`config.mk`:
```
export PLATFORM = sky130hd
export DESIGN_NAME = vcomdc_div
export DESIGN_NICKNAME = d
export VERILOG_FILES = /design/src/vcomdc_div.sv
export SDC_FILE = /design/constraint.sdc
export NUM_CORES = 2
export LEC_CHECK = 0
export ABC_AREA = 0
export BUFFER_PORTS_ARGS = -buffer_cell sky130_fd_sc_hd__clkbuf_2
export CORE_UTILIZATION = 60
export DETAILED_ROUTE_END_ITERATION = 10
export PLACE_DENSITY = 0.87
export SLEW_MARGIN = 20
export SYNTH_ARGS = -nofsm -noshare
export SYNTH_HDL_FRONTEND = slang
export SYNTH_SLANG_ARGS = --single-unit
```
`constraint.sdc`:
```
create_clock -name i_clk -period 4.5 [get_ports i_clk]
set_input_delay 0.9 -clock i_clk [delete_from_list [all_inputs] [get_ports i_clk]]
set_output_delay 0.9 -clock i_clk [all_outputs]
set_load 0.05 [all_outputs]
```
`src/vcomdc_div.sv`:
```
`default_nettype none

// Pipelined restoring divider of unsigned magnitudes, one quotient bit per stage.
module vcomdc_div #(
    parameter int NUM_W = 32,
    parameter int DEN_W = 17,
    parameter int TAG_W = 1
) (
    input  wire logic               i_clk,
    input  wire logic               i_rst_n,
    input  wire logic               i_valid,
    input  wire logic [NUM_W-1:0]   i_num,
    input  wire logic [DEN_W-1:0]   i_den,
    input  wire logic [TAG_W-1:0]   i_tag,
    output logic                    o_valid,
    output logic [NUM_W-1:0]        o_quo,
    output logic [TAG_W-1:0]        o_tag
);

    localparam int WORD_W = DEN_W + NUM_W;

    // Each word holds the partial remainder above the numerator bits still
    // to be consumed; quotient bits shift in at the bottom.
    logic               r_vld  [NUM_W];
    logic [WORD_W-1:0]  r_word [NUM_W];
    logic [DEN_W-1:0]   r_den  [NUM_W];
    logic [TAG_W-1:0]   r_tag  [NUM_W];

    for (genvar k = 0; k < NUM_W; k++) begin : g_stage
        logic              vld_in;
        logic [WORD_W-1:0] word_in;
        logic [DEN_W-1:0]  den_in;
        logic [TAG_W-1:0]  tag_in;
        logic [DEN_W:0]    trial;
        logic [DEN_W:0]    diff;
        logic              ge;
        logic [WORD_W-1:0] n_word;

        if (k == 0) begin : g_first
            assign vld_in  = i_valid;
            assign word_in = {{DEN_W{1'b0}}, i_num};
            assign den_in  = i_den;
            assign tag_in  = i_tag;
        end else begin : g_next
            assign vld_in  = r_vld[k-1];
            assign word_in = r_word[k-1];
            assign den_in  = r_den[k-1];
            assign tag_in  = r_tag[k-1];
        end

        assign trial  = word_in[WORD_W-1 -: DEN_W+1];
        assign diff   = trial - {1'b0, den_in};
        assign ge     = (trial >= {1'b0, den_in});
        assign n_word = {(ge ? diff[DEN_W-1:0] : trial[DEN_W-1:0]),
                         word_in[NUM_W-2:0], ge};

        always_ff @(posedge i_clk) begin
            if (!i_rst_n) begin
                r_vld[k] <= 1'b0;
            end else begin
                r_vld[k] <= vld_in;
            end
        end

        always_ff @(posedge i_clk) begin
            r_word[k] <= n_word;
            r_den[k]  <= den_in;
            r_tag[k]  <= tag_in;
        end
    end

    assign o_valid = r_vld[NUM_W-1];
    assign o_quo   = r_word[NUM_W-1][NUM_W-1:0];
    assign o_tag   = r_tag[NUM_W-1];

endmodule

`default_nettype wire

```
== After elaboration in Yosys (flattened, before gate mapping) ==
Memories as Yosys holds them, arrays and structs flattened.
Index checks and enable logic that the tools add are counted.

* Bits in registers: 0
* RAM bits: 2176
* Input port bits: 53
* Output and inout bits: 34
* Logic and storage cells: 166
* Memories kept: 4

* Add/sub/neg operators: 32
* $lt $le $gt $ge: 32
* Mux-type cells: 66
* Bitwise operators: 32

{| class="wikitable"
|+ Memory list
! name !! words !! width !! read ports !! clocked after memory_dff !! write ports !! line !! text
|-
| r_word || 32 || 49 || 32 || 0 || 32 || 25 || <nowiki>logic [WORD_W-1:0] r_word [NUM_W];</nowiki>
|-
| r_den || 32 || 17 || 31 || 0 || 32 || 26 || <nowiki>logic [DEN_W-1:0] r_den [NUM_W];</nowiki>
|-
| r_tag || 32 || 1 || 32 || 0 || 32 || 27 || <nowiki>logic [TAG_W-1:0] r_tag [NUM_W];</nowiki>
|-
| r_vld || 32 || 1 || 32 || 0 || 32 || 24 || <nowiki>logic r_vld [NUM_W];</nowiki>
|}

{| class="wikitable"
|+ Operator list
! operator !! number
|-
| $ge 18x17->1 || 31
|-
| $mux 17 || 32
|-
| $sub 17x17->17 || 31
|-
| $mux 1 || 34
|-
| $or 1x1->1 || 32
|-
| $ge 1x17->1 || 1
|-
| $sub 1x17->17 || 1
|}

== Logic depth before layout (Yosys ltp) ==
An unclocked memory read counts as a cell.

* Word-level depth: 3
* Depth in mapped cells: 15
* Mapped depth without buffers: 13

== Least setup slack after synthesis ==
OpenSTA, ideal clock, no wires.

* Path type: reg2reg
* Start point: memory r_word[3][31] (netlist name)
* End point: memory r_word[4][40] (netlist name)
* Setup time: 0.121 ns
* Arrival: 2.924 ns
* Data required time: 4.379 ns
* Slack: 1.455 ns
* Cell stages (with the launch flop): 15
* Path buffers: 1
* Clock period less this slack: 3.045 ns
* Path through: dfxtp_1 > inv_1 > ha_1 > inv_1 > fa_1 > a21o_1 > a21oi_2 > o21ai_2 > a221oi_2 > o31a_1 > o21ai_1 > a21o_1 > a31oi_4 > buf_12 > mux2_4

{| class="wikitable"
|+ RTL lines
! item !! line
|-
| start: declaration || 25
|}

==> impl_metrics.json <==
{
  "ys_types": 85,
  "synthSimpleGateAreaFrac": 0.0697,
  "areaGrowthSynthToFinish_pct": 12.5,
  "yosys.area_share.xor_xnor": 0.0489,
  "yosys_warnings": 0,
  "stdcell_count": 8581,
  "tightest_slew_ns": 0.988,
  "max_freq_ghz": 0.271,
  "worstPathCellList": "inv_1 -> ha_1 -> inv_1 -> fa_1 -> a21o_1 -> a21oi_1 -> o21ai_0 -> a211oi_2 -> o31ai_1 -> a211oi_1 -> o21ai_4 -> nor2_1 -> a21oi_1",
  "clock_skew_ns": 0.0473,
  "synth-edff-count": 0,
  "holdBufCountCts": 0,
  "numCtsBuffers": 197,
  "grt_pass1_wl_mm": 223,
  "syn_avg_cell_area_um2": 11.1,
  "drt-initial-drc-count": 3118,
  "arrival_ns": 4.36,
  "ctsRootBufferMaster": "clkbuf_16",
  "min_period_ns": 3.69,
  "first_pass_iters": 6,
  "postCtsSetupBuffers": 0,
  "slowest_delay_ns": 0.45,
  "row_count": 127,
  "grt.overflow.total": 0,
  "diodes": 0,
  "peakVddDrop_mv": 0.479,
  "drtAntennaViolNets": 0,
  "ys_seq_elements": 2142,
  "hold_class": "in2reg",
  "leakage_nw": 37.9,
  "synth-seq-area-share": 0.584,
  "synth_top_family_by_area": "compound AO/OA/AOI/OAI gates",
  "io_pins": 87,
  "drv_cap": 0,
  "vias": 45800,
  "drc": 0,
  "grtUsageTotal": 0.220,
  "drive_above_1_share": 0.102,
  "wl_per_cell_um": 16.0,
  "crit_type": "reg2reg",
  "numClockSinks": 2142,
  "worst_hold_slack_ns": 0.182,
  "initial_utilization": 0.609,
  "synth_area_um2": 73400,
  "synthCells": 6597,
  "die_area_um2": 124000,
  "wirelength_mm": 137,
  "muxShareOfSynthArea": 0.0379,
  "coreArea_um2": 121000,
  "grt_max_degree": 35,
  "clockBufferDepth": 3,
  "h-tree-depth": 4,
  "viasPerCell": 5.34,
  "synthAdderAreaFrac": 0.0983,
  "tns_ns": 0,
  "place.gp.congestion": 0.908,
  "timing.slew.headroom": 0.340,
  "cts_tree": "yes",
  "power_mw": 58.7,
  "rsz0062_at_grt": "no",
  "cts-resized-gates": 0,
  "die_w_um": 352,
  "cp.required_ns": 5.17,
  "synth_compound_area_frac": 0.119,
  "syn_nets": 7209,
  "setup_viol": 0,
  "dp_cells": 8222,
  "slew_violations": 0,
  "crit_family": "compound AO/OA/AOI/OAI gates",
  "io_buffers": 86,
  "clk_latency_ns": 0.82,
  "synth-main-ff-cell": "dfxtp_1",
  "die_h_um": 352,
  "nets": 7421,
  "p_per_area_nw_per_um2": 711,
  "grt_antenna_before_repair": 1,
  "status": "finished clean",
  "cpMaxStageDelayCell": "a211oi_1",
  "crit_buf_inv": 2,
  "grt_pass1_vias": 45600,
  "clkSlewWorstSetupHoldPaths_ns": 0.07,
  "start_kind": "register",
  "final_hold_viol_count": 0,
  "worst_setup_path_end_kind": "register",
  "async_flop_share": 0,
  "worstPathMaxFanout": 28,
  "fin_crit_sh": 0.820,
  "dp_hpwl_mm": 93.1
}
-- layer usage --
layer,GRT usage,share of wire
met5,0,0
met4,0.0934,0.034
met3,0.0365,0.049
met2,0.381,0.48
met1,0.271,0.44
-- registers in the layout, indices dropped and copies added, names as in the netlist --
signal and flops:
r_word 1551, r_den 527, r_tag 32, r_vld 32
-- cells in the final DEF, fill, tap and decap left out, types with 60 or more instances in the layout --
master and instances:
a21oi_1 418, xor2_1 136, nand2_1 322, clkbuf_2 86, nor3_1 93, nor2_1 277, o21bai_1 76, nand4_1 65
nor2b_1 74, mux2_2 196, nand3_1 60, dfxtp_1 2142, clkbuf_16 200, xnor2_1 274, o21ai_0 332, a21o_1 203
inv_1 697, ha_1 529
-- cells in the mapped netlist (all sizes together) (40+ instances only) --
master,count,share of area
o21a,40,0.0041
nor3,93,0.0063
a21oi,432,0.030
a31oi,43,0.0047
o21bai,76,0.0078
xnor2,274,0.033
ha,529,0.090
nand2b,45,0.0038
nand4,65,0.0055
buf,41,0.0037
xor2,136,0.016
a21o,203,0.021
nor2,277,0.014
nor2b,74,0.0063
clkbuf,48,0.0025
mux2,229,0.036
inv,697,0.036
dfxtp,2142,0.58
and2,40,0.0034
o21ai,355,0.024
a211oi,44,0.0052
nand3,60,0.0041
nand2,322,0.016
-- logic make-up (layout without fill, tap and decap cells) --
family          count (synthesis)  after routing
flops                        2142           2142
simple gates                 1078           1078
compound gates               1378           1378
fa+ha+maj                     559            559
buf+inv                       787           1159
xor+xnor                      410            410
mux                           243            243
-- layout make-up --
class / instances / area, um^2
multi-input combinational: 3668 / 27500
clock buffer: 274 / 5690
sequential: 2142 / 42900
clock inverter: 85 / 1310
fill: 8217 / 38000
tap: 1612 / 2020
inverter: 698 / 2620
timing repair buffer: 102 / 551
-- metrics by stage --
step	setup WS, ns	area (um^2)	util
2_1_floorplan	1.46	73400	-
3_3_place_gp	1.07	75600	0.626
3_5_place_dp	0.972	75600	0.626
4_1_cts	0.863	82600	0.685
5_1_grt	0.621	82600	0.685
6_report	0.809	82600	0.685
-- path summary, 6_finish.rpt --
kind	from	end	slack, ns	cells after the start
setup / recovery	r_word[7][31]$_DFF_P_	r_word[8][32]$_DFF_P_	0.81	13
setup reg to reg	r_word[7][31]$_DFF_P_	r_word[8][32]$_DFF_P_	0.81	13
hold / removal	i_num[21]	r_word[0][22]$_DFF_P_	0.18	1
hold reg to reg	r_word[23][19]$_DFF_P_	r_word[24][20]$_DFF_P_	0.29	0
-- report_power, final --
group / leakage [nW] / internal [mW] / switching (mW)
sequential: 17.9 / 22.4 / 1.84
clock: 3.40 / 10.2 / 7.14
combinational: 16.6 / 7.78 / 9.37
(Power assumes the default switching activity.)
